**src/hw/rtl/best_fit_region_allocator_unit_defines.svh**
```systemverilog
// Assertion macros for the region allocator.
`ifndef BEST_FIT_REGION_ALLOCATOR_UNIT_DEFINES_SVH
`define BEST_FIT_REGION_ALLOCATOR_UNIT_DEFINES_SVH
`ifndef ASSERT_OFF
`define BFRA_ASSERT(lbl, clk, rst_n, prop, msg) \
  lbl: assert property (@(posedge clk) disable iff (!rst_n) prop) else $error(msg);
`define BFRA_ASSERT_ALWAYS(lbl, clk, prop, msg) \
  lbl: assert property (@(posedge clk) prop) else $error(msg);
`else
`define BFRA_ASSERT(lbl, clk, rst_n, prop, msg)
`define BFRA_ASSERT_ALWAYS(lbl, clk, prop, msg)
`endif
`endif

```
**src/hw/rtl/bfra_ram.sv**
```systemverilog
module bfra_ram #(
  parameter int WIDTH = 64,
  parameter int DEPTH = 64
) (
  input  logic                     clk,
  input  logic                     we,
  input  logic [$clog2(DEPTH)-1:0] waddr,
  input  logic [WIDTH-1:0]         wdata,
  input  logic [$clog2(DEPTH)-1:0] raddr,
  output logic [WIDTH-1:0]         rdata
);

  logic [WIDTH-1:0] mem [DEPTH];
  logic [WIDTH-1:0] rdata_r;

  always_ff @(posedge clk) begin
    if (we) begin
      mem[waddr] <= wdata;
    end
    rdata_r <= mem[raddr];
  end

  assign rdata = rdata_r;

endmodule

```
**config.mk**
```make
export PLATFORM = sky130hd
export DESIGN_NAME = bfra_ram
export DESIGN_NICKNAME = d
export VERILOG_FILES = /design/src/hw/rtl/best_fit_region_allocator_unit_defines.svh /design/src/hw/rtl/bfra_ram.sv
export SDC_FILE = /design/constraint.sdc
export NUM_CORES = 2
export LEC_CHECK = 0
export BUFFER_PORTS_ARGS = -buffer_cell sky130_fd_sc_hd__buf_2
export CAP_MARGIN = 40
export CORE_UTILIZATION = 40
export CTS_CLUSTER_SIZE = 28
export DETAILED_ROUTE_END_ITERATION = 8
export MAX_ROUTING_LAYER = met4
export SYNTH_ARGS = -nofsm -noshare
export SYNTH_HDL_FRONTEND = slang
export SYNTH_SLANG_ARGS = --single-unit
```
**constraint.sdc**
```tcl
create_clock -name clk -period 6.5 [get_ports clk]
set_clock_uncertainty 0.1 [all_clocks]
set_input_delay 0.65 -clock clk [delete_from_list [all_inputs] [get_ports clk]]
set_output_delay 0.65 -clock clk [all_outputs]
set_load 0.02 [all_outputs]
```
After elaboration in Yosys (flattened, before gate mapping). Memories as Yosys holds them, arrays and structs flattened. A register that Yosys moved wholly into a read port is not among the register bits. Cells that the tools add are included.

Multiplexer cells: 2.

Operators by type and width (number): $mux W1 (2).

Flip-flop bits (word level): 0. Output and inout bits: 64. Input port bits: 78. Word-level logic and storage cells: 3. Memory bits (writable): 4096. Memories: 1.

Memory list: mem (words 64, width 64, rd ports 1, clocked after memory_dff 1, wr ports 1, RTL line bfra_ram.sv:13) `logic [WIDTH-1:0] mem [DEPTH];`.

Depth between registers and ports, before layout.
Depth in word-level cells: 2. Depth in mapped cells: 9. Mapped depth without buffers: 5.

Worst setup path before layout. No wires, ideal clock.

Path kind: input port to flip-flop. From: input waddr[3]. To: memory mem[48][0], enable pin. Library setup time: 0.564 ns. Stages on the path: 4. Buffers on the path: 1. Path slack: 0.314 ns. Arrival time: 5.522 ns. Required time: 5.836 ns. Cell sequence: clkbuf_1 nor2b_1 nand4b_1 nor3_1.

RTL lines: start: declaration (RTL line bfra_ram.sv:7) `input logic [$clog2(DEPTH)-1:0] waddr,`; end: declaration (RTL line bfra_ram.sv:13).

Straight into the memory's write port.

==> flow_summary.json <==
{
  "cell_count_after_synthesis": 6598,
  "place.detailed.instances": 11900,
  "synth_warnings": 0,
  "clk_path_buf_depth": 4,
  "grt_setup_unrepaired": "no",
  "startpoint": "raddr[0]",
  "insertion_delay_ns": 0.97,
  "post_cts_hold_buffer_count": 35,
  "cts_buffers": 409,
  "worstHoldPathType": "in -> reg",
  "worstReg2RegStart": "mem[13][14]$_DFFE_PP_",
  "core_box_area_mm2": 0.389,
  "crit_required_ns": 7.19,
  "power_density_mw_per_mm2": 315,
  "avgViaCountPerCell": 5.98,
  "ir_worst_vdd_mv": 0.230,
  "cellLeakagePower_nw": 56.2,
  "path_clk_slew_ns": 0.06,
  "detailedPlacementHpwl_um": 247000,
  "synth_top_area_share_pct": 78.7,
  "cts_htree_levels": 5,
  "drive_above_1_share_pct": 29.6,
  "ys_top_cells_by_area": "edfxtp_1 79%, mux4_2 15%, mux2i_1 0.86%, dfxtp_1 0.82%, a22oi_1 0.81%",
  "result_of_the_run": "finished, violations left",
  "synth-async-reset-ratio_pct": 0,
  "syn2layout_area_growth_pct": 15.5,
  "initial_standard_cell_utilization_of_the_core_pct": 40.2,
  "final_design_area_no_fill_mm2": 0.181,
  "cts_setup_buffers": 0,
  "criticalPathCategory": "in -> reg",
  "worstMarginPinSlew_ns": 0.996,
  "reg2reg_setup_slack_ns": 4.22,
  "tritoncts": "yes",
  "critPathLaunchType": "input port",
  "crit-reg2reg-capture": "rdata[14]$_DFF_P_",
  "vias_in_the_first_global_route": 76200,
  "number_of_design_rule_violations_left_by_the_first_detailed_router_iteration": 10400,
  "setup-tns-final_ns": 0,
  "arrival_ns": 3.78,
  "place_area_mm2": 0.166,
  "floorplan.die.width_um": 627,
  "finalHoldViolCount": 0,
  "layout.cells.non_filler": 12700,
  "first_pass_grt_wire_length_um": 615000,
  "final_critical_path_setup_slack_ns": 3.41,
  "dr_total_vias": 76000,
  "groute.usage.overall_pct": 23.1,
  "setup_violations": 0,
  "synth_cell_type_count": 33,
  "edff_count_synth": 4096,
  "route.detailed.wl_per_inst_um": 34.9,
  "sequential_to_total_area_share_from_yosys_stat_pct": 79.5,
  "failed_checks": "DRC",
  "yosys.cell_count.top_type": "edfxtp_1",
  "grt_max_degree": 104,
  "port_buffers": 141,
  "design.portCount": 142,
  "highest_achievable_clock_rate_mhz": 324,
  "layout_worst_path_cycle_share_pct": 47.5,
  "synth.cell_area_mm2": 0.156,
  "floorplan.die.height_um": 627,
  "synth_top_flop_cell": "edfxtp_1",
  "drc": 8,
  "design_power_mw": 56.8,
  "post-place-ws_ns": 2.38,
  "reg2reg_depth": 5,
  "critical_path.endpoint_type": "flip-flop",
  "final_period_minus_worst_setup_slack_ns": 3.09,
  "cts_repair_resize_count": 0,
  "synth.ff_latch_count": 4160,
  "syn-mean-instance-area_um2": 23.7,
  "final_net_count": 7221,
  "report.final.slew_viol_count": 0,
  "post_synth_most_frequent_cells": "4096 x edfxtp_1, 1024 x mux4_2, 170 x buf_2, 168 x a22oi_1, 140 x clkbuf_1",
  "drt.antenna.violating_nets": 0,
  "placement_rows": 229,
  "detail_route.first_pass.iterations": 8,
  "filler_cells_inserted": 31800,
  "finalWeightedCongestion": 0.796,
  "design.die.area_mm2": 0.393,
  "synth_top_area_cell": "edfxtp_1",
  "mapped_nets": 6676,
  "antenna_found_initial": 38,
  "setup.worst_path.end": "rdata[19]$_DFF_P_",
  "cp_max_fo": 84,
  "detail_route.wirelength_um": 443000,
  "cts.sink_count": 4160,
  "timing.max_cap.violations": 0,
  "cts.root.buffer_cell": "clkbuf_16",
  "grt-ovfl-total": 0,
  "normalized_max_slew_margin_pct": 33.6
}
layout make-up:
class	instances	area (um^2)	area share, %
Antenna cell	30	75.1	0.0416
Inverter	19	71.3	0.0395
Timing Repair Buffer	504	5250	2.91
Tap cell	5197	6500	3.60
Clock inverter	220	2610	1.44
Sequential cell	4160	124000	68.8
Multi-Input combinational cell	2049	30800	17.0
Clock buffer	535	11100	6.14
critical path, cell delays in order:
cell,delay (ns)
buf_12,0.46
buf_12,0.41
buf_4,0.31
mux4_2,0.54
mux2i_1,0.25
nand2_1,0.10
a41oi_1,0.60
a211oi_1,0.14
metal layers:
metal,global-route usage (%),routed length [um],up-vias
li1,-,-,29700
met1,31.1,176000,41900
met2,36.5,216000,3747
met3,3.75,37900,658
met4,6.54,13700,0
met5,-,0,-
registers in the layout, indices dropped and copies added (netlist names):
signal / cells
mem: 4096
rdata: 64
worst min path at each step:
| stage | from | to | slack [ns] | cells after the start |
|---|---|---|---|---|
| finish | wdata[41] | mem[5][41]$_DFFE_PP_ | 0.05 | 1 |
| floorplan | wdata[0] | mem[0][0]$_DFFE_PP_ | 0.65 | 0 |
| global route | wdata[41] | mem[5][41]$_DFFE_PP_ | 0.04 | 1 |
| detailed placement | mem[45][10]$_DFFE_PP_ | rdata[10]$_DFF_P_ | 0.73 | 4 |
| CTS | wdata[41] | mem[5][41]$_DFFE_PP_ | 0.001 | 1 |
| global placement | mem[46][10]$_DFFE_PP_ | rdata[10]$_DFF_P_ | 0.71 | 4 |
through the flow:
| step | hold WS (ns) | util (%) |
|---|---|---|
| 4_1_cts | 0.000980 | 46.4 |
| 2_1_floorplan | 0.649 | - |
| 5_1_grt | 0.0354 | 46.4 |
| 3_5_place_dp | 0.730 | 42.8 |
| 3_3_place_gp | 0.712 | 42.3 |
| 6_report | 0.0548 | 46.4 |
report_power, final:
group | total (mW) | switching [mW] | internal [mW]
logic | 2.74 | 1.71 | 1.02
registers | 29.9 | 0.164 | 29.7
clock network | 24.2 | 10.2 | 14.1
total | 56.8 | 12.0 | 44.8
layout by cell type (no fill, tap or decap), drive strengths merged:
| cell | instances |
|---|---|
| a211oi | 63 |
| a22o | 88 |
| nand2 | 58 |
| buf | 467 |
| nand2b | 11 |
| diode | 30 |
| nor2 | 112 |
| and2 | 3 |
| dfxtp | 64 |
| a2bb2oi | 19 |
| clkbuf | 535 |
| nand3 | 45 |
| nand3b | 2 |
| nor3 | 2 |
| clkinv | 140 |
| dlygate4sd3 | 37 |
| or3 | 29 |
| nor2b | 28 |
| mux4 | 1024 |
| edfxtp | 4096 |
| a31oi | 18 |
| o22ai | 83 |
| nand4b | 1 |
| o221ai | 38 |
| mux2i | 135 |
| nand4 | 2 |
| a31o | 1 |
| a41oi | 26 |
| and3 | 64 |
| clkinvlp | 14 |
| bufinv | 51 |
| or2 | 28 |
| inv | 34 |
| a22oi | 168 |
| or3b | 1 |
cell families after synthesis:
| group | count (synthesis) | synth area share (%) |
|---|---|---|
| AOI/OAI and AO/OA | 504 | 2.48 |
| buffers and inverters | 389 | 1.18 |
| DFF | 4160 | 79.5 |
| and+or+nand+nor | 386 | 1.24 |
| muxes | 1159 | 15.6 |
Power figures use the tool's default switching activity.
