**config.mk**
```make
export PLATFORM = sky130hd
export DESIGN_NAME = bfra_div
export DESIGN_NICKNAME = d
export VERILOG_FILES = /design/src/hw/rtl/best_fit_region_allocator_unit_defines.svh /design/src/hw/rtl/bfra_pkg.sv /design/src/hw/rtl/bfra_div.sv
export SDC_FILE = /design/constraint.sdc
export NUM_CORES = 1
export LEC_CHECK = 0
export BUFFER_PORTS_ARGS = -buffer_cell sky130_fd_sc_hd__buf_2
export CAP_MARGIN = 20
export CORE_AREA = 2 2 164 166
export CTS_CLUSTER_DIAMETER = 100
export CTS_CLUSTER_SIZE = 12
export DETAILED_ROUTE_END_ITERATION = 8
export DIE_AREA = 0 0 166 168
export GPL_ROUTABILITY_DRIVEN = 0
export PLACE_DENSITY = 0.44
export SLEW_MARGIN = 10
export SYNTH_ARGS = -nofsm -noshare
export SYNTH_HDL_FRONTEND = slang
export SYNTH_SLANG_ARGS = --single-unit
```
**constraint.sdc**
```tcl
create_clock -name clk -period 6.05 [get_ports clk]
set_input_delay 1.21 -clock clk [delete_from_list [all_inputs] [get_ports clk]]
set_output_delay 1.21 -clock clk [all_outputs]
set_load 0.01 [all_outputs]
```
**src/hw/rtl/best_fit_region_allocator_unit_defines.svh**
```systemverilog
// Assertion macros for the region allocator.
`ifndef BEST_FIT_REGION_ALLOCATOR_UNIT_DEFINES_SVH
`define BEST_FIT_REGION_ALLOCATOR_UNIT_DEFINES_SVH
`ifndef ASSERT_OFF
`define BFRA_ASSERT(lbl, clk, rst_n, prop, msg) \
  lbl: assert property (@(posedge clk) disable iff (!rst_n) prop) else $error(msg);
`define BFRA_ASSERT_ALWAYS(lbl, clk, prop, msg) \
  lbl: assert property (@(posedge clk) prop) else $error(msg);
`else
`define BFRA_ASSERT(lbl, clk, rst_n, prop, msg)
`define BFRA_ASSERT_ALWAYS(lbl, clk, prop, msg)
`endif
`endif

```
**src/hw/rtl/bfra_pkg.sv**
```systemverilog
package bfra_pkg;

  localparam int MAX_BLOCKS  = 64;
  localparam int GRAIN_BYTES = 4096;
  localparam int IDX_W       = $clog2(MAX_BLOCKS);
  localparam int CNT_W       = $clog2(MAX_BLOCKS + 1);
  localparam int DIV_W       = 34;
  localparam int DIV_CNT_W   = $clog2(DIV_W + 1);
  localparam int CFG_IDX_W   = 3;

  localparam logic [CFG_IDX_W-1:0] CFG_ZONE_START     = 3'd0;
  localparam logic [CFG_IDX_W-1:0] CFG_ZONE_BYTES     = 3'd1;
  localparam logic [CFG_IDX_W-1:0] CFG_MAX_REQUEST    = 3'd2;
  localparam logic [CFG_IDX_W-1:0] CFG_ROUNDING_MODE  = 3'd3;
  localparam logic [CFG_IDX_W-1:0] CFG_BLOCK_MULTIPLE = 3'd4;

  localparam logic [31:0] MAX_REQUEST_RESET  = 32'h4000_0000;
  localparam logic [31:0] BLOCK_MULT_RESET   = 32'd4096;

  localparam logic [1:0] RND_GRAIN    = 2'd0;
  localparam logic [1:0] RND_POW2     = 2'd1;
  localparam logic [1:0] RND_MULTIPLE = 2'd2;

  localparam logic MODE_ALLOC = 1'b0;
  localparam logic MODE_FREE  = 1'b1;

  localparam logic [2:0] ST_OK         = 3'd0;
  localparam logic [2:0] ST_BAD_SIZE   = 3'd1;
  localparam logic [2:0] ST_NO_SPACE   = 3'd2;
  localparam logic [2:0] ST_TABLE_FULL = 3'd3;
  localparam logic [2:0] ST_NOT_FOUND  = 3'd4;

  typedef struct packed {
    logic        mode;
    logic [31:0] request_bytes;
    logic [31:0] alignment;
    logic [31:0] free_address;
  } in_word_t;

  typedef struct packed {
    logic [31:0] block_address;
    logic [31:0] granted_bytes;
    logic [2:0]  status;
  } out_word_t;

  typedef struct packed {
    logic [31:0] zone_start;
    logic [31:0] zone_bytes;
    logic [31:0] max_request_bytes;
    logic [1:0]  rounding_mode;
    logic [31:0] block_multiple;
  } cfg_t;

  typedef struct packed {
    logic [31:0] start;
    logic [31:0] len;
  } entry_t;

  typedef struct packed {
    logic             go;
    logic [DIV_W-1:0] dividend;
    logic [DIV_W-1:0] divisor;
  } div_req_t;

  typedef struct packed {
    logic [CNT_W-1:0] count;
  } stat_t;

  typedef enum logic [3:0] {
    S_IDLE, S_ROUND, S_POW2, S_MDIV, S_CHECK, S_GAP_RD, S_GAP_WAIT, S_GAP_DIV,
    S_GAP_EVAL, S_INS_RD, S_INS_WAIT, S_FREE_RD, S_FREE_WAIT, S_DEL_RD, S_DEL_WAIT,
    S_DONE
  } ctl_state_t;

  function automatic logic [DIV_W-1:0] grain_up(input logic [DIV_W-1:0] x);
    grain_up = ((x + DIV_W'(GRAIN_BYTES - 1)) / DIV_W'(GRAIN_BYTES)) * DIV_W'(GRAIN_BYTES);
  endfunction

endpackage

```
**src/hw/rtl/bfra_div.sv**
```systemverilog
module bfra_div (
  input  logic                      clk,
  input  logic                      rst_n,
  input  bfra_pkg::div_req_t        req,
  output logic                      done,
  output logic [bfra_pkg::DIV_W-1:0] rem
);

  logic [bfra_pkg::DIV_W-1:0]     rem_r, rem_nxt;
  logic [bfra_pkg::DIV_W-1:0]     quo_r, quo_nxt;
  logic [bfra_pkg::DIV_W-1:0]     dvs_r, dvs_nxt;
  logic [bfra_pkg::DIV_CNT_W-1:0] cnt_r, cnt_nxt;
  logic                           run_r, run_nxt;
  logic                           done_r, done_nxt;
  logic [bfra_pkg::DIV_W:0]       trial;

  always_comb begin
    rem_nxt  = rem_r;
    quo_nxt  = quo_r;
    dvs_nxt  = dvs_r;
    cnt_nxt  = cnt_r;
    run_nxt  = run_r;
    done_nxt = 1'b0;
    trial    = {rem_r, quo_r[bfra_pkg::DIV_W-1]};
    if (req.go) begin
      rem_nxt = '0;
      quo_nxt = req.dividend;
      dvs_nxt = req.divisor;
      cnt_nxt = bfra_pkg::DIV_CNT_W'(bfra_pkg::DIV_W);
      run_nxt = 1'b1;
    end else if (run_r) begin
      if (trial >= {1'b0, dvs_r}) begin
        trial = trial - {1'b0, dvs_r};
      end
      rem_nxt = trial[bfra_pkg::DIV_W-1:0];
      quo_nxt = {quo_r[bfra_pkg::DIV_W-2:0], 1'b0};
      cnt_nxt = cnt_r - bfra_pkg::DIV_CNT_W'(1);
      if (cnt_r == bfra_pkg::DIV_CNT_W'(1)) begin
        run_nxt  = 1'b0;
        done_nxt = 1'b1;
      end
    end
  end

  always_ff @(posedge clk) begin
    if (!rst_n) begin
      run_r  <= 1'b0;
      done_r <= 1'b0;
      cnt_r  <= '0;
    end else begin
      run_r  <= run_nxt;
      done_r <= done_nxt;
      cnt_r  <= cnt_nxt;
    end
    rem_r <= rem_nxt;
    quo_r <= quo_nxt;
    dvs_r <= dvs_nxt;
  end

  assign done = done_r;
  assign rem  = rem_r;

endmodule

```
# After elaboration in Yosys (flattened, before gate mapping)
# Index checks and enable logic that the tools add are counted.
# Widths: inputs -> output; s select.
# classes
addsub	2
n_lt_le_gt_ge	1
eq_ne	1
n_mux	9
bitwise_logic	2
reduce_logical	3
# op_table
operator	n
$mux 34	3
$ge 35x34->1	1
$sub 34x34->34	1
$mux 6	2
$eq 6x1->1 const B	1
$sub 6x1->6 const B	1
$mux 1	4
$reduce_or 3->1	1
$not 1->1	2
$reduce_bool 2->1	1
$reduce_or 2->1	1
# totals
register_bits	110
out_inout_bits	35

# Depth between registers and ports, before layout
# Gate-level depths: netlist (run 1).
# depth
depth_word	4
ltp_mapped	14

# Worst setup path before layout (run 1)
# Ideal clock, no wire load.
# synth_timing
kind	input port to flip-flop
startpoint	input port req[68] (netlist bit)
endpoint	register quo_r[0] (netlist bit) (enable)
arrival_ns	2.538
required_ns	5.661
slack_ns	3.123
cell_stages	4
path_buffers	2
path_cell_list	clkbuf_1 > clkbuf_1 > nor2_1 > inv_1
# synth_via
elab_chain_cells	1
# synth_lines
element	line	text
start, declared	bfra_div.sv:4	input bfra_pkg::div_req_t req,
$reduce_bool 2->1 (no line)	n/a	
end signal, assigned	bfra_div.sv:56	quo_r <= quo_nxt;
end, declared	bfra_div.sv:10	logic [bfra_pkg::DIV_W-1:0] quo_r, quo_nxt;
# Every way passes these cells.
# A chain may end at the register's enable or synchronous reset.

# Worst setup path in the final report (run 1)
# layout_timing
startpoint	register rem_r (netlist bit rem[5])
endpoint	register rem_r (netlist bit rem[29])
# layout_via
elab_chain_cells	2
word_cells_on_any_way	3
cone_classes	add/sub (1); order compare (1); mux (1)
# layout_lines
element	line	text
start, declared	bfra_div.sv:9	logic [bfra_pkg::DIV_W-1:0] rem_r, rem_nxt;
start signal, assigned	bfra_div.sv:55	rem_r <= rem_nxt;
$sub 34x34->34 / $ge 35x34->1 (equally long branches)	bfra_div.sv:33, bfra_div.sv:32	
$mux 34 *	bfra_div.sv:32	if (trial >= {1'b0, dvs_r}) begin
# Every way passes the cells marked *; elsewhere a longest branch is shown, timed or not.

==> metrics.md, run 1 <==
| Metric | Value |
|---|---|
| Status | complete, no violations |
| Worst setup slack after layout | 2960 ps |
| DRC | 0 |
| Area growth syn-to-layout | 18.0% |
| Critical path cell sequence | ha_1 -> a21oi_1 -> nor2_1 -> a211oi_1 -> a21boi_2 -> a21oi_2 -> o211a_1 -> nor2_2 -> nor3_1 -> a2111oi_2 |
| Main combinational cell family by area after synthesis | compound AO/OA/AOI/OAI gates |
| Fill count | approximately 2800 |
| Syn avg cell area | between 10 and 15 um2 |
| Vias in the first global route | between 5000 and 6000 |
| Adder-cell area share of the yosys netlist | 0.0726 |
| Kind of start point of the critical path | register |
| Clock skew | 13.4 ps |
| Reg clk slew, reported paths | roughly 80 ps |
| First-pass GRT wire length | ~27 mm |
| Die Span Y | 168 um |
| Slew headroom | 0.427 |
| Antenna violations before repair | 7 |
| Syn Std Cell Area | roughly 6500 um2 |
| TritonCTS clock tree | built |
| Top cells by count, synth | edfxtp_1, nor2_1, a21oi_1, inv_1 |
| Io pins | about 110 |
| Setup Viol. Count Final | 0 |
| Worst EP required | 6320 ps |
| Routed WL | around 17 mm |
| Worst path slowest cell | nor2_2 |
| Int Power | roughly 1.4 mW |
| Num CTS Buffers | 9 |
| 1st-iter DRT viols | roughly 240 |
| Net Switching | 0.686 mW |
| Distinct cell type count after synthesis | 65 |
| Slew @ Worst Pin | 859 ps |
| CP endpoint kind | register |
| Min Clock Period, post-route | just over 3000 ps |
| Area contributors post-synth | edfxtp_1, dfxtp_1, ha_1 |
| Hold Fails Final Rpt | 0 |
| Postcts setup bufs | 0 |
| Via/cell ratio | between 4 and 5 |
| Leakage | between 3 and 4 nW |
| Post-synth EDFFs | 68 |
| Dpl ws | 2940 ps |
| Sw Share | 0.329 |
| Total clock sinks | 110 |
| Post-DRT Antenna Nets | 0 |
| Sequential Area | 2880 um2 |
| Pre-Repair DR Iteration Count | 4 |
| Post-Synth XOR/XNOR Area | 0.0365 |
| Combinational power share | 0.265 |
| Max Freq | 324 MHz |
| Max-slew violation count | 0 |
| Synth Area in Compound Gates | 0.179 |
| Row cnt | 60 |
| Post-synth ARST share | 0 |
| Setup_tns | 0 ps |
| Worst skew pair latency | around 370 ps |
| Leading register cell type out of synthesis | edfxtp_1 |
| # port buffers | 105 |
| YS warnings | 0 |
| Yosys top cell area share | 0.315 |
| Clk pwr share | 0.299 |
| CP peak stage delay | 500 ps |
| WL/cell | about 16 um |
| Syn nets | 750 |
| Register area share after synthesis | 0.445 |
| Post-Synthesis Cells | about 640 |
| Root Buffer | clkbuf_16 |
| Hold Crit Class | reg2reg |
| Hold Buf Count CTS | 0 |
| Multiplexer share of the synthesized area | 0.0948 |
| Sequential share of power | 0.436 |
| CTS Buffer Depth | 2 |
| RSZ-0062 raised after global routing | false |
| Post-DP HPWL | 12.5 mm |
| Multi-input logic area | roughly 3300 um2 |
| Gates resized, CTS repair | 0 |
| H-Tree Depth | 3 |
| Simple-gate share of the synthesized area | 0.125 |
| Critical path peak fanout | 11 |
| Peak VDD IR | roughly 0.00012 V |
| Area post-placement | around 7300 um2 |
| CP top delay family | compound AO/OA/AOI/OAI gates |
| Pwr/cell area | 273 nW/um2 |
| Core ar. | about 26000 um2 |
| Area leader, netlist | edfxtp_1 |
| Via count | between 4000 and 5000 |
| Fin crit share | 0.510 |
| Die X | between 150 and 200 um |
| Layout Utilization | 0.290 |
| GRT overflow | 0 |
| Max Cap Violations | 0 |
| Largest net degree at the start of global routing | 67 |
| Net count, final | around 840 |
| Total track usage | 0.123 |
| Ratio of cells with drive above 1 in the final layout | 0.244 |
| CP Buf/Inv Count | 0 |
| Setup CP Type | reg2reg |
| Total die area | ~28000 um2 |
| Top-count cell post-synth | edfxtp_1 |
| Critical Path AT | ~3400 ps |
| Post-synthesis sequential element count | 110 |
| Final instance area | roughly 7600 um2 |
| Initial Utilization | 0.246 |
-- worst register-to-register path, stage by stage (launching register included) --
cell	delay, ps
dfxtp_1	340
ha_1	370
a21oi_1	170
nor2_1	50
a211oi_1	290
a21boi_2	350
a21oi_2	130
o211a_1	300
nor2_2	500
nor3_1	150
a2111oi_2	340
-- path summary, 6_finish.rpt --
check | startpoint | to | slack (ps) | cells past startpoint
min | rem[1] | rem[1] | 510 | 2
max | rem[5] | rem[29] | 2960 | 10
max reg2reg | rem[5] | rem[29] | 2960 | 10
min reg2reg | rem[1] | rem[1] | 510 | 2
-- layout make-up --
type,count,area share
multi-input combinational,458,0.430
sequential,110,0.377
timing repair buffer,109,0.0730
tap,341,0.0558
clock buffer,9,0.0295
inverter,45,0.0221
clock inverter,7,0.0110
antenna,5,0.00164
-- stage by stage --
step	std cells	hold WS [ps]	total power [mW]
floorplan	642	508	1.33
global placement	1063	501	1.49
detailed placement	1063	498	1.49
CTS	1079	515	2.13
global route	1081	530	2.22
finish	1084	509	2.09
-- power groups by stage --
stage / sequential [mW] / clock, mW / combinational (mW)
floorplan: 0.926 / 0 / 0.407
global placement: 0.927 / 0 / 0.561
detailed placement: 0.927 / 0 / 0.560
CTS: 0.911 / 0.654 / 0.561
global route: 0.920 / 0.676 / 0.623
finish: 0.909 / 0.624 / 0.553
-- cells by family (layout without fill, tap and decap cells) --
logic type                 count (synthesis)  count (layout)
xor gates and xnor gates                  27              27
DFF                                      110             110
muxes                                     57              57
other                                      0               5
and+or+nand+nor                          171             171
AOI/OAI and AO/OA                        166             166
adders and majority gates                 37              37
buffers and inverters                     74             170
-- layer usage --
metal / global-route usage / vias to the layer above / share of wire
met3: 0.0463 / 15 / 0.072
li1: - / 2539 / -
met1: 0.156 / 2321 / 0.46
met5: 0 / - / 0.0021
met4: 0.0329 / 4 / 0.011
met2: 0.198 / 96 / 0.46
-- state kept, by name (all words and copies together), names as in the netlist --
name and flops:
run_r 1, done 1, quo_r 34, rem 34, dvs_r 34, cnt_r 6
-- layout by cell type, fill, tap and decap left out, types with 15 or more instances in the layout --
| cell type | instances |
|---|---|
| buf_2 | 104 |
| edfxtp_1 | 68 |
| nor2_1 | 64 |
| a21oi_1 | 46 |
| inv_1 | 44 |
| nand2_1 | 42 |
| dfxtp_1 | 41 |
| ha_1 | 36 |
| mux2_2 | 35 |
| o21ai_0 | 24 |
| a211oi_1 | 24 |
| mux2i_1 | 22 |
| a21o_1 | 15 |
Note: power is estimated with default switching activity, not from simulation.
==> run 2, diff against run 1 <==
Clock period 6.05 ns to 2.9 ns, I/O delays scaled along.
==> metrics.md, run 2 (synthesis gave the netlist of run 1 again) <==
| Metric | Value |
|---|---|
| Die Span Y | ~170 um |
| Int Power | between 3 and 4 mW |
| Die X | about 170 um |
| Worst setup slack after layout | roughly 120 ps |
| Initial Utilization | 0.246 |
| CTS Buffer Depth | 2 |
| Min Clock Period, post-route | between 2000 and 3000 ps |
| Hold Fails Final Rpt | 0 |
| Num CTS Buffers | 9 |
| Clk pwr share | 0.284 |
| Net Switching | approximately 1.5 mW |
| Via/cell ratio | 4.55 |
| Fill count | between 2000 and 3000 |
| Row cnt | 60 |
| Fin crit share | 0.959 |
| Multi-input logic area | roughly 3400 um2 |
| Final non-filler cell total | around 1100 |
| Vias in the first global route | 5329 |
| Sw Share | 0.327 |
| Sequential share of power | 0.419 |
| Dpl ws | -44.8 ps |
| Total track usage | 0.130 |
| Max-slew violation count | 0 |
| Critical path peak fanout | 5 |
| Critical Path AT | a little over 3000 ps |
| Area growth syn-to-layout | 25.9% |
| Net count, final | between 800 and 900 |
| Setup Viol. Count Final | 0 |
| Setup CP Type | reg2reg |
| Io pins | between 100 and 150 |
| WL/cell | 15.5 um |
| Peak VDD IR | around 0.00032 V |
| Root Buffer | clkbuf_16 |
| Most frequent cells in the layout | buf_2, edfxtp_1, nor2_1, buf_4 |
| Via count | 5164 |
| Pwr/cell area | approximately 550 nW/um2 |
| TritonCTS clock tree | built |
| Status | complete, no violations |
| Ratio of cells with drive above 1 in the final layout | 0.322 |
| Antenna violations before repair | 8 |
| Core ar. | 26400 um2 |
| Total die area | 27900 um2 |
| GRT overflow | 0 |
| Worst EP required | approximately 3200 ps |
| Clock skew | 7.91 ps |
| Worst skew pair latency | roughly 370 ps |
| Combinational power share | 0.296 |
| Kind of start point of the critical path | register |
| DRC | 0 |
| Max Cap Violations | 0 |
| # placed instances | 1109 |
| Max Freq | ~360 MHz |
| Sequential Area | 2880 um2 |
| Largest net degree at the start of global routing | 59 |
| Total clock sinks | 110 |
| H-Tree Depth | 3 |
| Pre-Repair DR Iteration Count | 4 |
| Slew @ Worst Pin | around 630 ps |
| Leakage | roughly 3.4 nW |
| Reg clk slew, reported paths | roughly 80 ps |
| Leading cell type in the layout, fill and taps excluded | buf_2 |
| Routed WL | 17.5 mm |
| RSZ-0062 raised after global routing | true |
| CP endpoint kind | register |
| Hold Crit Class | in2reg |
| Post-DRT Antenna Nets | 0 |
| 1st-iter DRT viols | 215 |
| First-pass GRT wire length | between 20 and 30 mm |
| Post-DP HPWL | 13.3 mm |
| Slew headroom | 0.578 |
| # port buffers | around 110 |
[run 2: changes by cell type in the layout (fill, tap and decap cells not counted), moves of 3 or more]
cell | previous run | this run
ha_1 | 36 | 33
a21oi_1 | 46 | 37
buf_4 | 5 | 55
a21oi_2 | 2 | 11
[run 2: through the flow]
stage | power, mW | setup TNS [ps] | utilization | instance area [um2] | hold slack [ps]
5_1_grt | 4.80 | -9.78 | 0.309 | 8150 | 363
4_1_cts | 4.54 | 0 | 0.304 | 8010 | 368
6_report | 4.51 | 0 | 0.309 | 8160 | 384
3_3_place_gp | 3.23 | -12.2 | 0.292 | 7700 | 498
2_1_floorplan | 2.78 | 0 | - | 6480 | 508
3_5_place_dp | 3.22 | -51.9 | 0.292 | 7700 | 507
[run 2: worst max-delay path, cell delays in order, from the launching register on]
cell	delay, ps
edfxtp_1	430
ha_4	190
fa_2	410
nor2b_4	150
o31ai_4	80
a211oi_2	230
a221o_2	270
a21oi_2	90
nor2_1	150
nand4_1	160
buf_4	170
mux2_2	270
o22ai_2	100
[run 2: repair_timing]
item / in CTS / in global routing
setup endpoints to repair: 2 / 31
buffers inserted: 0 / 6
hold buffers: 0 / 0
resized for setup: 2 / 26
pin swaps: 0 / 6
[run 2: worst paths after layout]
| kind | start | to | slack (ps) | cells past startpoint |
|---|---|---|---|---|
| max | dvs_r[0] | rem[30] | 120 | 12 |
| max reg2reg | dvs_r[0] | rem[30] | 120 | 12 |
| min | req[0] | dvs_r[0] | 380 | 1 |
| min reg2reg | rem[1] | rem[1] | 510 | 2 |
[run 2: cell type report]
type                            count  area share
Antenna cell                        4     0.00123
Clock buffer                        9      0.0276
Clock inverter                      7     0.00921
Inverter                           45      0.0207
Multi-Input combinational cell    458       0.416
Sequential cell                   110       0.354
Tap cell                          341      0.0523
Timing Repair Buffer              161       0.119
[run 2: routing by layer]
metal | vias to the layer above | track usage | part of all wire
li1 | 2636 | - | -
met1 | 2390 | 0.164 | 0.45
met2 | 114 | 0.207 | 0.46
met3 | 18 | 0.0534 | 0.076
met4 | 6 | 0.0280 | 0.013
met5 | - | 0 | 0.0023
[run 2: power by group through the flow]
| stage | registers [mW] | clock network (mW) | logic (mW) |
|---|---|---|---|
| after floorplan | 1.93 | 0 | 0.848 |
| after global placement | 1.93 | 0 | 1.30 |
| after detailed placement | 1.93 | 0 | 1.30 |
| after CTS | 1.89 | 1.34 | 1.31 |
| after global routing | 1.91 | 1.39 | 1.49 |
| final | 1.89 | 1.28 | 1.34 |
