==> config.mk <==
export PLATFORM = sky130hd
export DESIGN_NAME = bfra_ctrl
export DESIGN_NICKNAME = d
export VERILOG_FILES = /design/src/hw/rtl/best_fit_region_allocator_unit_defines.svh /design/src/hw/rtl/bfra_pkg.sv /design/src/hw/rtl/bfra_ctrl.sv
export SDC_FILE = /design/constraint.sdc
export NUM_CORES = 2
export LEC_CHECK = 0
export BUFFER_PORTS_ARGS = -buffer_cell sky130_fd_sc_hd__buf_2
export CAP_MARGIN = 20
export CELL_PAD_IN_SITES_DETAIL_PLACEMENT = 1
export CELL_PAD_IN_SITES_GLOBAL_PLACEMENT = 2
export CORE_MARGIN = 10
export CORE_UTILIZATION = 34
export CTS_BUF_LIST = sky130_fd_sc_hd__clkbuf_8
export DETAILED_ROUTE_END_ITERATION = 7
export PLACE_DENSITY_LB_ADDON = 0.2
export SLEW_MARGIN = 25
export SYNTH_ARGS = -nofsm -noshare
export SYNTH_HDL_FRONTEND = slang
export SYNTH_SLANG_ARGS = --single-unit
export TNS_END_PERCENT = 1
==> constraint.sdc <==
create_clock -name clk -period 9.8 [get_ports clk]
set_input_delay 0.98 -clock clk [delete_from_list [all_inputs] [get_ports clk]]
set_output_delay 0.98 -clock clk [all_outputs]
set_load 0.01 [all_outputs]
==> src/hw/rtl/best_fit_region_allocator_unit_defines.svh <==
// Assertion macros for the region allocator.
`ifndef BEST_FIT_REGION_ALLOCATOR_UNIT_DEFINES_SVH
`define BEST_FIT_REGION_ALLOCATOR_UNIT_DEFINES_SVH
`ifndef ASSERT_OFF
`define BFRA_ASSERT(lbl, clk, rst_n, prop, msg) \
  lbl: assert property (@(posedge clk) disable iff (!rst_n) prop) else $error(msg);
`define BFRA_ASSERT_ALWAYS(lbl, clk, prop, msg) \
  lbl: assert property (@(posedge clk) prop) else $error(msg);
`else
`define BFRA_ASSERT(lbl, clk, rst_n, prop, msg)
`define BFRA_ASSERT_ALWAYS(lbl, clk, prop, msg)
`endif
`endif

==> src/hw/rtl/bfra_pkg.sv <==
package bfra_pkg;

  localparam int MAX_BLOCKS  = 64;
  localparam int GRAIN_BYTES = 4096;
  localparam int IDX_W       = $clog2(MAX_BLOCKS);
  localparam int CNT_W       = $clog2(MAX_BLOCKS + 1);
  localparam int DIV_W       = 34;
  localparam int DIV_CNT_W   = $clog2(DIV_W + 1);
  localparam int CFG_IDX_W   = 3;

  localparam logic [CFG_IDX_W-1:0] CFG_ZONE_START     = 3'd0;
  localparam logic [CFG_IDX_W-1:0] CFG_ZONE_BYTES     = 3'd1;
  localparam logic [CFG_IDX_W-1:0] CFG_MAX_REQUEST    = 3'd2;
  localparam logic [CFG_IDX_W-1:0] CFG_ROUNDING_MODE  = 3'd3;
  localparam logic [CFG_IDX_W-1:0] CFG_BLOCK_MULTIPLE = 3'd4;

  localparam logic [31:0] MAX_REQUEST_RESET  = 32'h4000_0000;
  localparam logic [31:0] BLOCK_MULT_RESET   = 32'd4096;

  localparam logic [1:0] RND_GRAIN    = 2'd0;
  localparam logic [1:0] RND_POW2     = 2'd1;
  localparam logic [1:0] RND_MULTIPLE = 2'd2;

  localparam logic MODE_ALLOC = 1'b0;
  localparam logic MODE_FREE  = 1'b1;

  localparam logic [2:0] ST_OK         = 3'd0;
  localparam logic [2:0] ST_BAD_SIZE   = 3'd1;
  localparam logic [2:0] ST_NO_SPACE   = 3'd2;
  localparam logic [2:0] ST_TABLE_FULL = 3'd3;
  localparam logic [2:0] ST_NOT_FOUND  = 3'd4;

  typedef struct packed {
    logic        mode;
    logic [31:0] request_bytes;
    logic [31:0] alignment;
    logic [31:0] free_address;
  } in_word_t;

  typedef struct packed {
    logic [31:0] block_address;
    logic [31:0] granted_bytes;
    logic [2:0]  status;
  } out_word_t;

  typedef struct packed {
    logic [31:0] zone_start;
    logic [31:0] zone_bytes;
    logic [31:0] max_request_bytes;
    logic [1:0]  rounding_mode;
    logic [31:0] block_multiple;
  } cfg_t;

  typedef struct packed {
    logic [31:0] start;
    logic [31:0] len;
  } entry_t;

  typedef struct packed {
    logic             go;
    logic [DIV_W-1:0] dividend;
    logic [DIV_W-1:0] divisor;
  } div_req_t;

  typedef struct packed {
    logic [CNT_W-1:0] count;
  } stat_t;

  typedef enum logic [3:0] {
    S_IDLE, S_ROUND, S_POW2, S_MDIV, S_CHECK, S_GAP_RD, S_GAP_WAIT, S_GAP_DIV,
    S_GAP_EVAL, S_INS_RD, S_INS_WAIT, S_FREE_RD, S_FREE_WAIT, S_DEL_RD, S_DEL_WAIT,
    S_DONE
  } ctl_state_t;

  function automatic logic [DIV_W-1:0] grain_up(input logic [DIV_W-1:0] x);
    grain_up = ((x + DIV_W'(GRAIN_BYTES - 1)) / DIV_W'(GRAIN_BYTES)) * DIV_W'(GRAIN_BYTES);
  endfunction

endpackage

==> src/hw/rtl/bfra_ctrl.sv <==
module bfra_ctrl (
  input  logic                       clk,
  input  logic                       rst_n,
  input  logic                       start,
  input  bfra_pkg::in_word_t         in_word,
  input  bfra_pkg::cfg_t             cfg,
  output logic                       busy,
  output logic                       out_valid,
  output bfra_pkg::out_word_t        out_word,
  output bfra_pkg::stat_t            stat,
  output bfra_pkg::div_req_t         div_req,
  input  logic                       div_done,
  input  logic [bfra_pkg::DIV_W-1:0] div_rem,
  output logic                       ram_we,
  output logic [bfra_pkg::IDX_W-1:0] ram_waddr,
  output bfra_pkg::entry_t           ram_wdata,
  output logic [bfra_pkg::IDX_W-1:0] ram_raddr,
  input  bfra_pkg::entry_t           ram_rdata
);

  localparam int W = bfra_pkg::DIV_W;
  localparam int CW = bfra_pkg::CNT_W;

  bfra_pkg::ctl_state_t state_r, state_nxt;
  bfra_pkg::in_word_t   in_r, in_nxt;
  logic [W-1:0]  len_r, len_nxt;
  logic [W-1:0]  pow_r, pow_nxt;
  logic [W-1:0]  align_r, align_nxt;
  logic [32:0]   zend_r, zend_nxt;
  logic [W-1:0]  prev_end_r, prev_end_nxt;
  logic [W-1:0]  cur_end_r, cur_end_nxt;
  logic [W-1:0]  lo_r, lo_nxt;
  logic [W-1:0]  hi_r, hi_nxt;
  logic          found_r, found_nxt;
  logic [31:0]   best_start_r, best_start_nxt;
  logic [W-1:0]  best_size_r, best_size_nxt;
  logic [CW-1:0] count_r, count_nxt;
  logic [CW-1:0] i_r, i_nxt;
  logic [31:0]   res_addr_r, res_addr_nxt;
  logic [31:0]   res_len_r, res_len_nxt;
  logic [2:0]    res_st_r, res_st_nxt;

  logic [W-1:0]  zs_c, lo_c, hi_c, bm_c, len0_c, gap_c;
  logic [W:0]    s_c;
  logic [W+1:0]  end_c;
  logic [CW-1:0] km1_c;

  always_comb begin
    state_nxt      = state_r;
    in_nxt         = in_r;
    len_nxt        = len_r;
    pow_nxt        = pow_r;
    align_nxt      = align_r;
    zend_nxt       = zend_r;
    prev_end_nxt   = prev_end_r;
    cur_end_nxt    = cur_end_r;
    lo_nxt         = lo_r;
    hi_nxt         = hi_r;
    found_nxt      = found_r;
    best_start_nxt = best_start_r;
    best_size_nxt  = best_size_r;
    count_nxt      = count_r;
    i_nxt          = i_r;
    res_addr_nxt   = res_addr_r;
    res_len_nxt    = res_len_r;
    res_st_nxt     = res_st_r;
    div_req        = '0;
    ram_we         = 1'b0;
    ram_waddr      = '0;
    ram_wdata      = '0;
    ram_raddr      = i_r[bfra_pkg::IDX_W-1:0];
    zs_c           = {2'b0, cfg.zone_start};
    bm_c           = (cfg.block_multiple == '0) ? W'(1) : {2'b0, cfg.block_multiple};
    len0_c         = bfra_pkg::grain_up({2'b0, in_r.request_bytes});
    lo_c           = '0;
    hi_c           = '0;
    s_c            = '0;
    end_c          = '0;
    gap_c          = '0;
    km1_c          = i_r - CW'(1);

    unique case (state_r)
      bfra_pkg::S_IDLE: begin
        res_addr_nxt = '0;
        res_len_nxt  = '0;
        if (start) begin
          in_nxt = in_word;
          i_nxt  = '0;
          state_nxt = (in_word.mode == bfra_pkg::MODE_FREE) ? bfra_pkg::S_FREE_RD
                                                            : bfra_pkg::S_ROUND;
        end
      end
      bfra_pkg::S_ROUND: begin
        len_nxt = len0_c;
        if (in_r.request_bytes == '0 || in_r.request_bytes > cfg.max_request_bytes) begin
          res_st_nxt = bfra_pkg::ST_BAD_SIZE;
          state_nxt  = bfra_pkg::S_DONE;
        end else if (cfg.rounding_mode == bfra_pkg::RND_POW2) begin
          pow_nxt   = W'(1);
          state_nxt = bfra_pkg::S_POW2;
        end else if (cfg.rounding_mode == bfra_pkg::RND_MULTIPLE) begin
          div_req.go       = 1'b1;
          div_req.dividend = len0_c;
          div_req.divisor  = bm_c;
          state_nxt        = bfra_pkg::S_MDIV;
        end else begin
          state_nxt = bfra_pkg::S_CHECK;
        end
      end
      bfra_pkg::S_POW2: begin
        if (pow_r < len_r) begin
          pow_nxt = {pow_r[W-2:0], 1'b0};
        end else begin
          len_nxt   = pow_r;
          state_nxt = bfra_pkg::S_CHECK;
        end
      end
      bfra_pkg::S_MDIV: begin
        if (div_done) begin
          if (div_rem != '0) begin
            len_nxt = len_r + (bm_c - div_rem);
          end
          state_nxt = bfra_pkg::S_CHECK;
        end
      end
      bfra_pkg::S_CHECK: begin
        if (len_r > W'(33'h0_FFFF_FFFF)) begin
          res_st_nxt = bfra_pkg::ST_NO_SPACE;
          state_nxt  = bfra_pkg::S_DONE;
        end else if (count_r >= CW'(bfra_pkg::MAX_BLOCKS)) begin
          res_st_nxt = bfra_pkg::ST_TABLE_FULL;
          state_nxt  = bfra_pkg::S_DONE;
        end else begin
          align_nxt = (in_r.alignment == '0) ? W'(bfra_pkg::GRAIN_BYTES)
                                             : bfra_pkg::grain_up({2'b0, in_r.alignment});
          zend_nxt  = {1'b0, cfg.zone_start} + {1'b0, cfg.zone_bytes};
          if (zend_nxt > 33'h1_0000_0000) begin
            zend_nxt = 33'h1_0000_0000;
          end
          found_nxt = 1'b0;
          i_nxt     = '0;
          state_nxt = bfra_pkg::S_GAP_RD;
        end
      end
      bfra_pkg::S_GAP_RD: begin
        state_nxt = bfra_pkg::S_GAP_WAIT;
      end
      bfra_pkg::S_GAP_WAIT: begin
        lo_c = (i_r == '0) ? zs_c : prev_end_r;
        if (lo_c < zs_c) begin
          lo_c = zs_c;
        end
        if (i_r == count_r || {2'b0, ram_rdata.start} > {1'b0, zend_r}) begin
          hi_c = {1'b0, zend_r};
        end else begin
          hi_c = {2'b0, ram_rdata.start};
        end
        lo_nxt           = lo_c;
        hi_nxt           = hi_c;
        cur_end_nxt      = {2'b0, ram_rdata.start} + {2'b0, ram_rdata.len};
        div_req.go       = 1'b1;
        div_req.dividend = lo_c;
        div_req.divisor  = align_r;
        state_nxt        = bfra_pkg::S_GAP_DIV;
      end
      bfra_pkg::S_GAP_DIV: begin
        if (div_done) begin
          state_nxt = bfra_pkg::S_GAP_EVAL;
        end
      end
      bfra_pkg::S_GAP_EVAL: begin
        s_c = {1'b0, lo_r};
        if (div_rem != '0) begin
          s_c = s_c + {1'b0, align_r - div_rem};
        end
        end_c = {1'b0, s_c} + {2'b0, len_r};
        gap_c = hi_r - s_c[W-1:0];
        if (end_c <= {2'b0, hi_r} && (!found_r || gap_c < best_size_r)) begin
          found_nxt      = 1'b1;
          best_size_nxt  = gap_c;
          best_start_nxt = s_c[31:0];
        end
        prev_end_nxt = cur_end_r;
        if (i_r == count_r) begin
          if (!found_nxt) begin
            res_st_nxt = bfra_pkg::ST_NO_SPACE;
            state_nxt  = bfra_pkg::S_DONE;
          end else begin
            state_nxt = bfra_pkg::S_INS_RD;
          end
        end else begin
          i_nxt     = i_r + CW'(1);
          state_nxt = bfra_pkg::S_GAP_RD;
        end
      end
      bfra_pkg::S_INS_RD: begin
        ram_raddr = km1_c[bfra_pkg::IDX_W-1:0];
        if (i_r == '0) begin
          ram_we       = 1'b1;
          ram_waddr    = '0;
          ram_wdata    = {best_start_r, len_r[31:0]};
          count_nxt    = count_r + CW'(1);
          res_addr_nxt = best_start_r;
          res_len_nxt  = len_r[31:0];
          res_st_nxt   = bfra_pkg::ST_OK;
          state_nxt    = bfra_pkg::S_DONE;
        end else begin
          state_nxt = bfra_pkg::S_INS_WAIT;
        end
      end
      bfra_pkg::S_INS_WAIT: begin
        ram_we    = 1'b1;
        ram_waddr = i_r[bfra_pkg::IDX_W-1:0];
        if (ram_rdata.start > best_start_r) begin
          ram_wdata = ram_rdata;
          i_nxt     = km1_c;
          state_nxt = bfra_pkg::S_INS_RD;
        end else begin
          ram_wdata    = {best_start_r, len_r[31:0]};
          count_nxt    = count_r + CW'(1);
          res_addr_nxt = best_start_r;
          res_len_nxt  = len_r[31:0];
          res_st_nxt   = bfra_pkg::ST_OK;
          state_nxt    = bfra_pkg::S_DONE;
        end
      end
      bfra_pkg::S_FREE_RD: begin
        if (i_r == count_r) begin
          res_st_nxt = bfra_pkg::ST_NOT_FOUND;
          state_nxt  = bfra_pkg::S_DONE;
        end else begin
          state_nxt = bfra_pkg::S_FREE_WAIT;
        end
      end
      bfra_pkg::S_FREE_WAIT: begin
        i_nxt = i_r + CW'(1);
        if (ram_rdata.start == in_r.free_address) begin
          res_addr_nxt = ram_rdata.start;
          res_len_nxt  = ram_rdata.len;
          res_st_nxt   = bfra_pkg::ST_OK;
          state_nxt    = bfra_pkg::S_DEL_RD;
        end else begin
          state_nxt = bfra_pkg::S_FREE_RD;
        end
      end
      bfra_pkg::S_DEL_RD: begin
        if (i_r == count_r) begin
          count_nxt = count_r - CW'(1);
          state_nxt = bfra_pkg::S_DONE;
        end else begin
          state_nxt = bfra_pkg::S_DEL_WAIT;
        end
      end
      bfra_pkg::S_DEL_WAIT: begin
        ram_we    = 1'b1;
        ram_waddr = km1_c[bfra_pkg::IDX_W-1:0];
        ram_wdata = ram_rdata;
        i_nxt     = i_r + CW'(1);
        state_nxt = bfra_pkg::S_DEL_RD;
      end
      bfra_pkg::S_DONE: begin
        state_nxt = bfra_pkg::S_IDLE;
      end
      default: begin
        state_nxt = bfra_pkg::S_IDLE;
      end
    endcase

    if (state_r == bfra_pkg::S_GAP_EVAL && i_r == count_r && found_nxt) begin
      i_nxt = count_r;
    end
  end

  always_ff @(posedge clk) begin
    if (!rst_n) begin
      state_r <= bfra_pkg::S_IDLE;
      count_r <= '0;
    end else begin
      state_r <= state_nxt;
      count_r <= count_nxt;
    end
    in_r         <= in_nxt;
    len_r        <= len_nxt;
    pow_r        <= pow_nxt;
    align_r      <= align_nxt;
    zend_r       <= zend_nxt;
    prev_end_r   <= prev_end_nxt;
    cur_end_r    <= cur_end_nxt;
    lo_r         <= lo_nxt;
    hi_r         <= hi_nxt;
    found_r      <= found_nxt;
    best_start_r <= best_start_nxt;
    best_size_r  <= best_size_nxt;
    i_r          <= i_nxt;
    res_addr_r   <= res_addr_nxt;
    res_len_r    <= res_len_nxt;
    res_st_r     <= res_st_nxt;
  end

  assign busy                   = (state_r != bfra_pkg::S_IDLE);
  assign out_valid              = (state_r == bfra_pkg::S_DONE);
  assign out_word.block_address = res_addr_r;
  assign out_word.granted_bytes = res_len_r;
  assign out_word.status        = res_st_r;
  assign stat.count             = count_r;

endmodule

* Word-level counts from Yosys, hierarchy flattened
Index checks and enable logic that the tools add are counted.
Widths: inputs -> output; s select.
** Operators by class
- Add/sub/neg operators :: 14
- Muxes and demuxes :: 77
- Reductions and logical operators :: 32
- $lt $le $gt $ge :: 10
- Equality and inequality tests :: 41
- Bitwise logic cells :: 2
** Operators with widths (number)
- $mux 34 :: 8
- $mux 32 :: 8
- $pmux 32 s4 :: 2
- $mux 69 :: 3
- $pmux 64 s3 :: 1
- $pmux 69 s2 :: 1
- $mux 64 :: 2
- $pmux 34 s3 :: 1
- $logic_not 32->1 :: 3
- $mux 35 :: 2
- $lt 34x34->1 :: 2
- $pmux 34 s2 :: 1
- $sub 34x34->34 :: 2
- $add 32x12->33 const B :: 2
- $add 32x32->33 :: 2
- $gt 32x32->1 :: 2
- $pmux 4 s16 :: 1
- $mux 7 :: 9
- $mux 3 :: 15
- $add 35x34->36 :: 1
- $le 36x34->1 :: 1
- $mux 4 :: 9
- $add 34x34->35 :: 1
- $pmux 7 s5 :: 1
- 45 further kinds :: 96
** Word-level totals
- Flip-flop bits (word level) :: 519
- Word-level logic and storage cells :: 198

* Longest topological paths before layout
- Depth after elaboration :: 14
- Mapped depth :: 40
- Mapped depth without buffers :: 40

* Worst setup path after synthesis
OpenSTA, ideal clock, no wires.
- Path kind :: input-to-reg
- Start point :: input div_rem[4] in the netlist's numbering
- End point :: register best_size_r[0], enable pin
- Required time :: 9.368 ns
- Setup slack :: 0.354 ns
- Arrival :: 9.014 ns
- Stages on the path :: 30
- Path through :: nor4_2 nand2b_1 nor2_1 nand2_1 nor4_1 clkbuf_1 buf_1 mux2i_1 ha_1 a211oi_1 o21a_1 o31ai_1 or4b_1 a21oi_1 nor2b_1 nor2_1 o21ai_1 a21oi_1 o21ai_0 xor2_1 ha_1 a21o_1 a21o_1 a21oi_1 nor2_1 a2111oi_0 o21bai_1 or2_1 nor3_1 and4b_1
** On the way
- Word-level cells in the longest chain between the ends :: 9
- Elaborated cells on any way between the ends :: 12
** RTL lines
- start: declaration :: line bfra_ctrl.sv:13 : input logic [bfra_pkg::DIV_W-1:0] div_rem,
- $sub 34x34->34 :: line bfra_ctrl.sv:174 : s_c = s_c + {1'b0, align_r - div_rem};
- $add 34x34->35 :: line bfra_ctrl.sv:174
- $mux 35 * :: line bfra_ctrl.sv:173 : if (div_rem != '0) begin
- $mux 35 * :: line bfra_ctrl.sv:82 : unique case (state_r)
- $sub 34x34->34 :: line bfra_ctrl.sv:177 : gap_c = hi_r - s_c[W-1:0];
- $lt 34x34->1 :: line bfra_ctrl.sv:178 : if (end_c <= {2'b0, hi_r} && (!found_r || gap_c < best_size_r)) begin
- $logic_or 1x1->1 :: line bfra_ctrl.sv:178
- $logic_and 1x1->1 * :: line bfra_ctrl.sv:178
- $reduce_and 2->1 (no line) *
- end signal: assignment :: line bfra_ctrl.sv:293 : best_size_r <= best_size_nxt;
- end: declaration :: line bfra_ctrl.sv:36 : logic [W-1:0] best_size_r, best_size_nxt;
Mark *: on every way between the ends. The rest lies on a longest branch, timed or not. The select of a mux whose other input is x is not followed.
A chain may end at the register's enable or synchronous reset.

* Worst setup path after layout
- Start point :: input div_rem[0] in the netlist's numbering
- End point :: register best_size_r[5], enable pin
Same word-level chain as after synthesis.

==> results.yml <==
run_status:
  status: "complete, no violations"
clock_network:
  clock-root-buffer: "clkbuf_8"
  insertion_delay_ns: 0.78
  cts_sinks: 502
  clk_path_buf_depth: 3
  cts-hold-fix-buffers: 0
  post_cts_buffers: 0
  cts_tree: "built"
  htreeDepth: 3
  cts_made_buffers: 96
  path_clk_slew_ns: 0.06
  cts_resized: 0
synth:
  async_flop_share_pct: 0
  synth-main-ff-cell: "edfxtp_1"
  netlist_instances: 4007
  syn_area_um2: 39280
  ys_warn_count: 0
  synth_seq_cells: 502
  yosysSeqAreaShare_pct: 38.07
  synth_most_common_cell: "edfxtp_1"
  synth_common_cells: "490 x edfxtp_1, 463 x ha_1, 448 x inv_1"
  yosys.area.top_type_share_pct: 37.46
  yosysUniqueCellTypes: 82
  synth_edf_count: 490
  avgSynthCellArea_um2: 9.804
  yosys.area.top_type: "edfxtp_1"
  synthTopCellsByArea: "edfxtp_1 37%, ha_1 15%, inv_1 4.3%, xnor2_1 3.8%, a21oi_1 3.4%"
grt:
  gr-total-overflow: 0
  grt_max_degree: 155
  grt_pass1_wl_um: 258900
  antenna_found_initial: 39
  grt_pass1_vias: 35402
  grt_util_all_layers_pct: 27.41
run:
  maxCapViolations: 0
routing:
  drt-met1-wl_um: 79180
  top_layer: "met5"
  wirelength_um: 184200
  wl_per_cell_um: 29.77
  routed-wl-met2_um: 83800
  viasPerCell: 5.549
  drc: 0
  first_iter_violations: 2394
  wl_met3_um: 15080
  first_pass_iters: 5
  vias: 34339
  ant_nets: 0
finish:
  drive_gt1_share_pct: 18.03
  final_core_util_pct: 39.94
  final_net_count: 5420
  fin_cells: 6188
  n_fill_cell: 13200
  design_area_um2: 45730
  areaGrowthSynthToFinish_pct: 16.42
pwr:
  internal_power_mw: 7.119
  comb_power_share_pct: 57.0
  clkPwrFrac_pct: 14.6
  p_seq_share_pct: 28.4
  p_leak_nw: 20.77
  power.total_mw: 13.63
  ir_drop_v: 0.0001436
  p_sw_mw: 6.509
  p_sw_share_pct: 47.76
  p_per_area_nw_per_um2: 298.0
sta:
  setup_tns_ns: 0
  rsz0062_at_grt: "false"
  slew_headroom_pct: 31.93
  finalSetupViolations: 0
  tightest_slew_ns: 1.017
  report.final.slew_viol_count: 0
  finalHoldViolCount: 0
  period_minus_slack_ns: 8.807
  fin_worst_skew_ns: 0.05982
  timing.fmax_mhz: 113.5
  period_share_pct: 89.87
  setup_ws_ns: 0.9926
  hold_ws_ns: 0.3872
critical_path:
  reg2reg_slack_ns: 1.13
  critical_path.max_stage_delay_ns: 0.57
  crit_required_ns: 10.23
  cpMaxStageDelayCell: "or4b_1"
  crit_arrival_ns: 9.23
  crit_start: "div_rem[0]"
  r2r_end: "best_size_r[5]"
  regToRegStartpoint: "align_r[15]"
  crit_fanout: 33
  crit_path_frequent_cell: "a21oi_1"
  rr_worst_depth: 34
  crit_type: "input port to flip-flop"
  cp-start-kind: "input port"
  critical_path.endpoint_type: "flip-flop"
floorplan:
  fp.dieH_um: 359.9
  row_count: 124
  ios: 551
  initial_core_util_pct: 34.31
  core_um2: 114500
  die_w_um: 359.9
  dieArea_um2: 129500
place:
  port_buffers: 548
  place_area_um2: 43980
  pre_cts_slack_ns: 0.3503
  dp.final_hpwl_um: 153200
  gp_congestion: 0.9652
  dp_cells: 6004
min_path:
  hold_path.class: "input port to flip-flop"
  hp-start: "in_word[20]"
  whs_path_depth: 1
  holdPathEnd: "in_r[20]"
==> critical path: cells and delay by family <==
| family | cells | cell delay, ns |
|---|---|---|
| AO/OA/AOI/OAI | 15 | 2.95 |
| AND/OR/NAND/NOR | 10 | 2.58 |
| adder cells (fa/ha/maj) | 4 | 1.29 |
| buffers and inverters | 4 | 0.70 |
| XOR/XNOR | 3 | 0.37 |
| multiplexers | 1 | 0.33 |
==> worst max path at each step <==
stage | endpoint | slack, ns | cells past startpoint
final | best_size_r[5] | 0.99 | 37
after global routing | best_size_r[4] | 0.43 | 39
after CTS | best_size_r[4] | 1.10 | 37
after detailed placement | best_start_r[2] | 0.35 | 37
after global placement | best_start_r[0] | 0.55 | 37
after floorplan | best_size_r[0] | 0.35 | 30
==> area by class of cell <==
cell class	instances	area, um2	share of cell area, %
Multi-Input combinational cell	2955	22380	48.95
Sequential cell	502	14950	32.70
Timing Repair Buffer	587	3073	6.719
Tap cell	1512	1892	4.137
Inverter	448	1682	3.677
Clock buffer	96	1321	2.889
Clock inverter	77	399.1	0.8728
Antenna cell	11	27.53	0.06019
==> routing by layer <==
metal  vias up  track usage (%)
met4        30            8.057
met2      1237            44.66
met5         -                0
li1      15840                -
met1     16975            35.84
met3       257            6.547
==> power groups by stage <==
stage / clock [mW] / sequential, mW / combinational, mW
after floorplan: 0 / 3.57 / 5.11
after global placement: 0 / 3.89 / 7.62
after detailed placement: 0 / 3.89 / 7.68
after CTS: 2.04 / 3.86 / 7.74
after global routing: 2.12 / 3.89 / 8.57
final: 1.99 / 3.86 / 7.77
==> cells in the final DEF (no fill, tap or decap), types with 20 or more instances in the layout <==
cell type and count:
o31ai_1 29, nor3_1 56, clkbuf_8 96, and2_1 28, o21ai_0 177, a211oi_1 33, buf_2 548, nor4_1 48
a21oi_1 268, nand3_1 64, mux2_2 87, nand2b_1 33, nor2_1 225, o21ai_1 55, ha_1 463, clkinv_1 24
o211ai_1 20, xnor2_1 169, a21o_1 160, edfxtp_1 490, and3_1 55, o21bai_1 25, fa_1 38, nand4_1 72
buf_4 36, inv_1 477, a22o_1 131, o21a_1 59, nor2b_1 51, xor2_1 127, nand2_1 264
==> cell families after synthesis <==
kind of cell               share of synthesized area (%)
AOI/OAI and AO/OA                                  18.49
and+or+nand+nor                                    12.10
buffers and inverters                              5.300
DFF                                                38.07
adders and majority gates                          16.68
xor gates and xnor gates                           6.600
muxes                                              2.749
other                                           0.009546
==> registers in the layout (all words and copies together), names as in the netlist, 21 cells and up <==
register and count:
align_r 21, best_size_r 34, best_start_r 32, cur_end_r 33, hi_r 33, in_r 96
len_r 34, lo_r 33, pow_r 34, prev_end_r 33, res_addr_r 32, res_len_r 32
zend_r 33
No activity file was read; power rests on OpenSTA's default activity.
